## config.mk

```make
export PLATFORM = sky130hd
export DESIGN_NAME = ohlc_bar_aggregator
export DESIGN_NICKNAME = d
export VERILOG_FILES = /design/src/sv/oba_pkg.sv /design/src/sv/oba_front.sv /design/src/sv/oba_queue.sv /design/src/sv/oba_back.sv /design/src/sv/ohlc_bar_aggregator.sv
export SDC_FILE = /design/constraint.sdc
export NUM_CORES = 2
export LEC_CHECK = 0
export BUFFER_PORTS_ARGS = -buffer_cell sky130_fd_sc_hd__buf_2
export CORE_ASPECT_RATIO = 0.9
export CORE_MARGIN = 1.5
export CORE_UTILIZATION = 59
export CTS_CLUSTER_SIZE = 25
export DETAILED_ROUTE_END_ITERATION = 8
export MAX_ROUTING_LAYER = met4
export PLACE_DENSITY = 0.8
export SLEW_MARGIN = 0
export SYNTH_ARGS = -nofsm -noshare
export SYNTH_HDL_FRONTEND = slang
export SYNTH_SLANG_ARGS = --single-unit
```

## constraint.sdc

```tcl
create_clock -name clk -period 17.4 [get_ports clk]
set_clock_uncertainty 0.1 [all_clocks]
set_input_delay 4.35 -clock clk [delete_from_list [all_inputs] [get_ports clk]]
set_output_delay 4.35 -clock clk [all_outputs]
set_load 0.05 [all_outputs]
```

## src/sv/oba_pkg.sv

```systemverilog
// Shared types and constants for the OHLC bar aggregator.
package oba_pkg;

	localparam int TS_W        = 48;
	localparam int PRICE_W     = 32;
	localparam int QTY_W       = 48;
	localparam int SUM_W       = 56;
	localparam int GSIZE_W     = 16;
	localparam int QUEUE_DEPTH = 2;

	localparam logic [GSIZE_W-1:0] GROUP_SIZE_RESET = GSIZE_W'(3);
	localparam logic [SUM_W-1:0]   SUM_MAX          = {SUM_W{1'b1}};

	typedef struct packed {
		logic [TS_W-1:0]    timestamp;
		logic [PRICE_W-1:0] open_price;
		logic [PRICE_W-1:0] high_price;
		logic [PRICE_W-1:0] low_price;
		logic [PRICE_W-1:0] close_price;
		logic [QTY_W-1:0]   trade_amount;
		logic [QTY_W-1:0]   trade_volume;
		logic               end_of_list;
	} candle_t;

	typedef struct packed {
		logic [TS_W-1:0]    bar_timestamp;
		logic [PRICE_W-1:0] bar_open;
		logic [PRICE_W-1:0] bar_high;
		logic [PRICE_W-1:0] bar_low;
		logic [PRICE_W-1:0] bar_close;
		logic [SUM_W-1:0]   bar_amount;
		logic [SUM_W-1:0]   bar_volume;
		logic               has_data;
	} bar_t;

	typedef struct packed {
		candle_t candle;
		logic    good;
		logic    close_group;
	} entry_t;

endpackage

```

## src/sv/oba_front.sv

```systemverilog
// Front end: group size register, group position counter and candle classification.
module oba_front (
	input  logic                     clk,
	input  logic                     arst_n,
	input  logic                     cfg_valid,
	input  logic [oba_pkg::GSIZE_W-1:0] cfg_data,
	input  logic                     accept,
	input  oba_pkg::candle_t         candle,
	output oba_pkg::entry_t          entry
);
	import oba_pkg::*;

	logic [GSIZE_W-1:0] group_size_q;
	logic [GSIZE_W-1:0] position_q;
	logic [GSIZE_W-1:0] size_eff;
	logic               complete;

	assign size_eff = (group_size_q == '0) ? GSIZE_W'(1) : group_size_q;
	assign complete = ({1'b0, position_q} + (GSIZE_W+1)'(1)) >= {1'b0, size_eff};

	always_comb begin
		entry.candle      = candle;
		entry.good        = (candle.open_price != '0) && (candle.high_price != '0)
			&& (candle.low_price != '0) && (candle.close_price != '0);
		entry.close_group = complete;
	end

	always_ff @(posedge clk or negedge arst_n) begin
		if (!arst_n) begin
			group_size_q <= GROUP_SIZE_RESET;
			position_q   <= '0;
		end else begin
			if (cfg_valid) begin
				group_size_q <= cfg_data;
			end
			if (accept) begin
				if (complete || candle.end_of_list) begin
					position_q <= '0;
				end else begin
					position_q <= position_q + GSIZE_W'(1);
				end
			end
		end
	end

endmodule

```

## src/sv/oba_queue.sv

```systemverilog
// Short first-in first-out queue between the front end and the accumulator.
module oba_queue #(
	parameter int DEPTH = oba_pkg::QUEUE_DEPTH
) (
	input  logic            clk,
	input  logic            arst_n,
	input  logic            push,
	input  oba_pkg::entry_t push_data,
	input  logic            pop,
	output logic            full,
	output logic            nonempty,
	output oba_pkg::entry_t head
);
	import oba_pkg::*;

	localparam int PW = (DEPTH > 1) ? $clog2(DEPTH) : 1;
	localparam int CW = $clog2(DEPTH + 1);

	entry_t         slots_q [DEPTH];
	logic [PW-1:0]  wr_ptr_q;
	logic [PW-1:0]  rd_ptr_q;
	logic [CW-1:0]  count_q;

	assign full     = (count_q == CW'(DEPTH));
	assign nonempty = (count_q != '0);
	assign head     = slots_q[rd_ptr_q];

	always_ff @(posedge clk) begin
		if (push) begin
			slots_q[wr_ptr_q] <= push_data;
		end
	end

	always_ff @(posedge clk or negedge arst_n) begin
		if (!arst_n) begin
			wr_ptr_q <= '0;
			rd_ptr_q <= '0;
			count_q  <= '0;
		end else begin
			if (push) begin
				wr_ptr_q <= (wr_ptr_q == PW'(DEPTH - 1)) ? '0 : wr_ptr_q + PW'(1);
			end
			if (pop) begin
				rd_ptr_q <= (rd_ptr_q == PW'(DEPTH - 1)) ? '0 : rd_ptr_q + PW'(1);
			end
			if (push && !pop) begin
				count_q <= count_q + CW'(1);
			end else if (pop && !push) begin
				count_q <= count_q - CW'(1);
			end
		end
	end

endmodule

```

## src/sv/oba_back.sv

```systemverilog
// Back end: bar accumulator with saturating sums and the output register.
module oba_back (
	input  logic            clk,
	input  logic            arst_n,
	input  logic            q_nonempty,
	input  oba_pkg::entry_t head,
	output logic            pop,
	output logic            bar_valid,
	input  logic            bar_stall,
	output oba_pkg::bar_t   bar
);
	import oba_pkg::*;

	logic [TS_W-1:0]    acc_ts_q;
	logic [PRICE_W-1:0] acc_open_q;
	logic [PRICE_W-1:0] acc_high_q;
	logic [PRICE_W-1:0] acc_low_q;
	logic [PRICE_W-1:0] acc_close_q;
	logic [SUM_W-1:0]   acc_amount_q;
	logic [SUM_W-1:0]   acc_volume_q;
	logic               acc_seen_q;
	logic               bar_valid_q;
	bar_t               bar_q;
	bar_t               nxt;
	logic [SUM_W:0]     amount_sum;
	logic [SUM_W:0]     volume_sum;
	logic               slot_free;

	assign slot_free = !bar_valid_q || !bar_stall;
	assign pop       = q_nonempty && slot_free;
	assign bar_valid = bar_valid_q;
	assign bar       = bar_q;

	assign amount_sum = {1'b0, acc_amount_q} + (SUM_W+1)'(head.candle.trade_amount);
	assign volume_sum = {1'b0, acc_volume_q} + (SUM_W+1)'(head.candle.trade_volume);

	always_comb begin
		nxt.bar_timestamp = acc_ts_q;
		nxt.bar_open      = acc_open_q;
		nxt.bar_high      = acc_high_q;
		nxt.bar_low       = acc_low_q;
		nxt.bar_close     = acc_close_q;
		nxt.bar_amount    = acc_amount_q;
		nxt.bar_volume    = acc_volume_q;
		nxt.has_data      = acc_seen_q;
		if (head.good) begin
			if (!acc_seen_q) begin
				nxt.bar_timestamp = head.candle.timestamp;
				nxt.bar_open      = head.candle.open_price;
				nxt.bar_high      = head.candle.high_price;
				nxt.bar_low       = head.candle.low_price;
			end else begin
				if (head.candle.high_price > acc_high_q) begin
					nxt.bar_high = head.candle.high_price;
				end
				if (head.candle.low_price < acc_low_q) begin
					nxt.bar_low = head.candle.low_price;
				end
			end
			nxt.bar_close  = head.candle.close_price;
			nxt.bar_amount = amount_sum[SUM_W] ? SUM_MAX : amount_sum[SUM_W-1:0];
			nxt.bar_volume = volume_sum[SUM_W] ? SUM_MAX : volume_sum[SUM_W-1:0];
			nxt.has_data   = 1'b1;
		end
	end

	always_ff @(posedge clk) begin
		if (pop && head.close_group) begin
			bar_q <= nxt;
		end
	end

	always_ff @(posedge clk or negedge arst_n) begin
		if (!arst_n) begin
			bar_valid_q  <= 1'b0;
			acc_ts_q     <= '0;
			acc_open_q   <= '0;
			acc_high_q   <= '0;
			acc_low_q    <= '0;
			acc_close_q  <= '0;
			acc_amount_q <= '0;
			acc_volume_q <= '0;
			acc_seen_q   <= 1'b0;
		end else begin
			if (bar_valid_q && !bar_stall) begin
				bar_valid_q <= 1'b0;
			end
			if (pop) begin
				if (head.close_group) begin
					bar_valid_q <= 1'b1;
				end
				if (head.close_group || head.candle.end_of_list) begin
					acc_ts_q     <= '0;
					acc_open_q   <= '0;
					acc_high_q   <= '0;
					acc_low_q    <= '0;
					acc_close_q  <= '0;
					acc_amount_q <= '0;
					acc_volume_q <= '0;
					acc_seen_q   <= 1'b0;
				end else begin
					acc_ts_q     <= nxt.bar_timestamp;
					acc_open_q   <= nxt.bar_open;
					acc_high_q   <= nxt.bar_high;
					acc_low_q    <= nxt.bar_low;
					acc_close_q  <= nxt.bar_close;
					acc_amount_q <= nxt.bar_amount;
					acc_volume_q <= nxt.bar_volume;
					acc_seen_q   <= nxt.has_data;
				end
			end
		end
	end

endmodule

```

## src/sv/ohlc_bar_aggregator.sv

```systemverilog
// Top level of the OHLC bar aggregator: front end, queue and accumulator.
// The block takes one base candle per clock cycle while its queue has room and
// emits one merged bar after every group of group_size candles; the front end
// counts group positions and classifies each candle, and a queue of QUEUE_DEPTH
// words decouples it from the accumulator, so the sustained rate is one candle
// per cycle while the bar output is not stalled. A bar is registered as the
// candle that completes its group leaves the queue. The group size register
// is written through the configuration channel, which is always ready, and
// must only change while no candles are in flight.
module ohlc_bar_aggregator #(
	parameter int QUEUE_DEPTH = oba_pkg::QUEUE_DEPTH
) (
	input  logic                        clk,
	input  logic                        arst_n,
	input  logic                        candle_valid,
	output logic                        candle_stall,
	input  oba_pkg::candle_t            candle,
	output logic                        bar_valid,
	input  logic                        bar_stall,
	output oba_pkg::bar_t               bar,
	input  logic                        cfg_valid,
	output logic                        cfg_ready,
	input  logic [oba_pkg::GSIZE_W-1:0] cfg_data
);
	import oba_pkg::*;

	entry_t front_entry;
	entry_t q_head;
	logic   q_full;
	logic   q_nonempty;
	logic   q_pop;
	logic   accept;

	assign cfg_ready    = 1'b1;
	assign candle_stall = q_full;
	assign accept       = candle_valid && !q_full;

	oba_front u_front (
		.clk      (clk),
		.arst_n   (arst_n),
		.cfg_valid(cfg_valid),
		.cfg_data (cfg_data),
		.accept   (accept),
		.candle   (candle),
		.entry    (front_entry)
	);

	oba_queue #(
		.DEPTH(QUEUE_DEPTH)
	) u_queue (
		.clk      (clk),
		.arst_n   (arst_n),
		.push     (accept),
		.push_data(front_entry),
		.pop      (q_pop),
		.full     (q_full),
		.nonempty (q_nonempty),
		.head     (q_head)
	);

	oba_back u_back (
		.clk       (clk),
		.arst_n    (arst_n),
		.q_nonempty(q_nonempty),
		.head      (q_head),
		.pop       (q_pop),
		.bar_valid (bar_valid),
		.bar_stall (bar_stall),
		.bar       (bar)
	);

`ifndef SYNTHESIS
	a_empty_bar_zero: assert property (@(posedge clk) disable iff (!arst_n)
		bar_valid && !bar.has_data |-> bar.bar_timestamp == '0 && bar.bar_open == '0
			&& bar.bar_high == '0 && bar.bar_low == '0 && bar.bar_close == '0
			&& bar.bar_amount == '0 && bar.bar_volume == '0)
		else $error("empty bar carries nonzero fields");

	a_data_bar_prices: assert property (@(posedge clk) disable iff (!arst_n)
		bar_valid && bar.has_data |-> bar.bar_open != '0 && bar.bar_low != '0
			&& bar.bar_high != '0 && bar.bar_close != '0)
		else $error("bar with data has a zero price");

	a_group_close_emits: assert property (@(posedge clk) disable iff (!arst_n)
		q_pop && q_head.close_group |=> bar_valid)
		else $error("completed group produced no bar");
`endif

endmodule

```

==> flow_summary.yaml <==
route:
  vias: 35352
  initialDrtViolationCount: 3330
  post_drt_wl_per_cell_um: 23.4
  routed_wl_um: 135000
  drc: 0
  vias_per_cell: 6.14
  ant_nets: 0
  firstDrtPassIters: 6
sta:
  final_hold_viol_count: 0
  slew_viol_final: 0
  setup_viol: 0
  tightest_slew_ps: 1230
  rsz0062_at_grt: "no"
  period_share_pct: 45.5
  fmax_mhz: 126
  relSlewSlack_pct: 17.9
  hold_ws_ps: 405
  min_period_ps: 7920
  fin_tns_setup_ps: 0
floorplanning:
  core_area_um2: 87600
  die_h_um: 285
  num_rows: 103
  die_w_um: 316
  die_area_um2: 90100
  io_pins: 586
  initial_utilization_pct: 59.4
synthesis:
  synth_nets: 4418
  yosysWarnings: 0
  ys.flop_type: "edfxtp_1"
  synth_xor_area_share_pct: 1.75
  yosys.area_share.simple_pct: 7.14
  yosysSeqAreaShare_pct: 64.0
  synthCells: 3945
  muxShareOfSynthArea_pct: 6.52
  synth_top_family_by_area: "compound AO/OA/AOI/OAI gates"
  synth_area_leaders: "edfxtp_1 (48%), dfrtp_1 (16%), ha_1 (4.3%), mux2_2 (4.2%), a22o_1 (3.5%)"
  ys_types: 92
  synth_area_um2: 52100
  synth_edf_count: 839
  synth_compound_area_share_pct: 13.8
  synth_top_cell_by_area: "edfxtp_1"
  syn-mean-instance-area_um2: 13.2
  synth-seq-cells: 1165
  synthAdderAreaFrac_pct: 4.33
  synth_top_area_share_pct: 48.4
  async_reset_ff_share_pct: 28.0
global_route:
  gr-total-overflow: 0
  grt_use_total_pct: 30.2
  grt_use_met3_pct: 5.72
  use_met1_pct: 40.6
  top_usage_layer: "met2"
  grt_antenna_before_repair: 34
  grt_use_met2_pct: 46.1
  grt_pass1_wl_um: 202000
  grt_pass1_vias: 34393
  grt_max_degree: 160
placed_design:
  placed_cell_area_um2: 56000
  port_buffers: 584
  hpwl_um: 90400
  gp_congestion: 0.953
clock_tree:
  cts_sinks: 1165
  path_clk_slew_ps: 60
  postCtsSetupRepairBufs: 0
  cts_max_path_buffers: 3
  insertion_delay_ps: 690
  postCtsResizedCells: 0
  clockRootBuffer: "clkbuf_16"
  cts_buffers: 111
  cts_tree: "built"
  htreeDepth: 3
  hold_buffers: 0
worst_setup_path:
  reg2reg_depth: 14
  r2r-start: "u_queue.rd_ptr_q"
  cp-end-kind: "flip-flop"
  cp.arrival_ps: 8120
  cp_max_fo: 77
  crit_required_ps: 17590
  reg2reg_slack_ps: 10600
  regToRegEndpoint: "u_back.acc_volume_q[19]"
  critPathKind: "in -> reg"
  cp-endpoint: "u_back.bar[55]"
  startpoint_type: "input port"
  crit_start: "bar_stall"
flow_run:
  cap_viol_max_count: 0
layout:
  areaGrowthSynthToFinish_pct: 15.0
  nets: 4941
  stdcell_area_um2: 59900
  layout-drive-gt1-share_pct: 23.5
worst_hold_path:
  hold_class: "reg -> reg"
power:
  powerDensity_nw_per_um2: 217
  power_frac_comb_pct: 45.0
  clkPwrFrac_pct: 19.3
  switchingPower_mw: 5.59
  internal_power_mw: 7.39
  p_leak_nw: 24.4
  power.total_mw: 13.0
  power_frac_seq_pct: 35.6
  p_sw_share_pct: 43.0
  peakVddDrop_mv: 0.160
outcome:
  status: "finished, final reports clean"
==> final cells by class <==
class / instances / area [um^2]
sequential: 1165 / 33400
fill: 6104 / 27700
multi-input combinational: 2464 / 17600
timing repair buffer: 621 / 3260
clock buffer: 151 / 3090
tap: 1155 / 1450
clock inverter: 61 / 716
inverter: 105 / 399
antenna: 33 / 82.6
==> through the flow <==
step | cells | setup slack, ps | util [%]
after floorplan | 3945 | 130 | -
after global placement | 5510 | 8880 | 63.9
after detailed placement | 5510 | 8800 | 63.9
after CTS | 5722 | 9500 | 68.3
after global routing | 5753 | 9260 | 68.4
final | 5755 | 9480 | 68.4
==> logic make-up (layout without fill, tap and decap cells) <==
kind of cell,after synthesis,count (layout)
other cells,1,34
mux,315,315
buf+inv,316,938
simple gates,832,832
flops,1165,1165
xor+xnor,104,104
fa+ha+maj,179,179
compound gates,1033,1033
==> power groups by stage <==
stage	registers [mW]	clock network (mW)	logic, mW
after floorplan	5.85	0	3.18
final	4.63	2.51	5.85
after detailed placement	4.65	0	5.77
after global placement	4.62	0	5.65
after global routing	4.69	2.64	6.27
after CTS	4.62	2.53	5.81
==> worst max-delay path, cell delays in order <==
cell and delay, ps:
buf_2 140, a21oi_4 120, buf_4 300, inv_6 280, nor2_4 920, buf_4 940, buf_4 840
==> worst min path at each step <==
| stage | from | endpoint | cells after the start |
|---|---|---|---|
| floorplan | u_queue.wr_ptr_q | u_queue.wr_ptr_q | 1 |
| global placement | u_queue.count_q[1] | u_queue.count_q[1] | 1 |
| detailed placement | u_back.acc_low_q[2] | u_back.acc_low_q[2] | 1 |
| CTS | u_back.acc_open_q[10] | u_back.acc_open_q[10] | 1 |
| global route | u_back.acc_ts_q[17] | u_back.acc_ts_q[17] | 1 |
| finish | u_back.acc_low_q[21] | u_back.acc_low_q[21] | 1 |
==> registers in the layout (all words and copies together) (netlist names) <==
register              flops
u_back.acc_amount_q      56
u_back.acc_open_q        32
u_queue.rd_ptr_q          1
u_back.acc_ts_q          48
u_queue.slots_q         550
u_queue.wr_ptr_q          1
u_queue.count_q           2
u_back.acc_volume_q      56
u_back.acc_low_q         32
u_back.acc_high_q        32
u_back.acc_seen_q         1
u_back.bar_valid          1
u_front.group_size_q     16
u_back.acc_close_q       32
u_back.bar              289
u_front.position_q       16
==> layout by cell type (no fill, tap or decap), drive strengths merged, types with 32 or more instances in the layout <==
cell	count
nor4	41
diode	33
inv	112
nor2	265
a31oi	68
o21ai	247
nand2	331
nand4	47
dfrtp	324
nand3	44
clkbuf	151
a22o	206
mux2	196
a21o	100
edfxtp	839
xor2	44
clkinv	38
o32ai	32
buf	621
mux2i	119
xnor2	60
a21oi	223
ha	177
==> synth_stat cells (all sizes together) (9+ instances only) <==
master and n:
edfxtp 839, nand2 331, dfrtp 324, nor2 265
o21ai 247, a21oi 223, a22o 206, mux2 196
ha 177, clkbuf 154, mux2i 119, inv 105
a21o 100, a31oi 68, xnor2 60, buf 57
nand4 47, nand3 44, xor2 44, nor4 41
o32ai 32, and3 20, nor3 20, a211oi 18
o21a 17, o211ai 16, nor2b 15, o21bai 14
and2 13, nand2b 12, o31ai 12, or3 9
==> metal layers <==
metal	wire length, um	part of all wire [%]
met1	54800	41
met2	63600	47
met3	11200	8.3
met4	5120	3.8
met5	0	0
(Power assumes the default switching activity.)
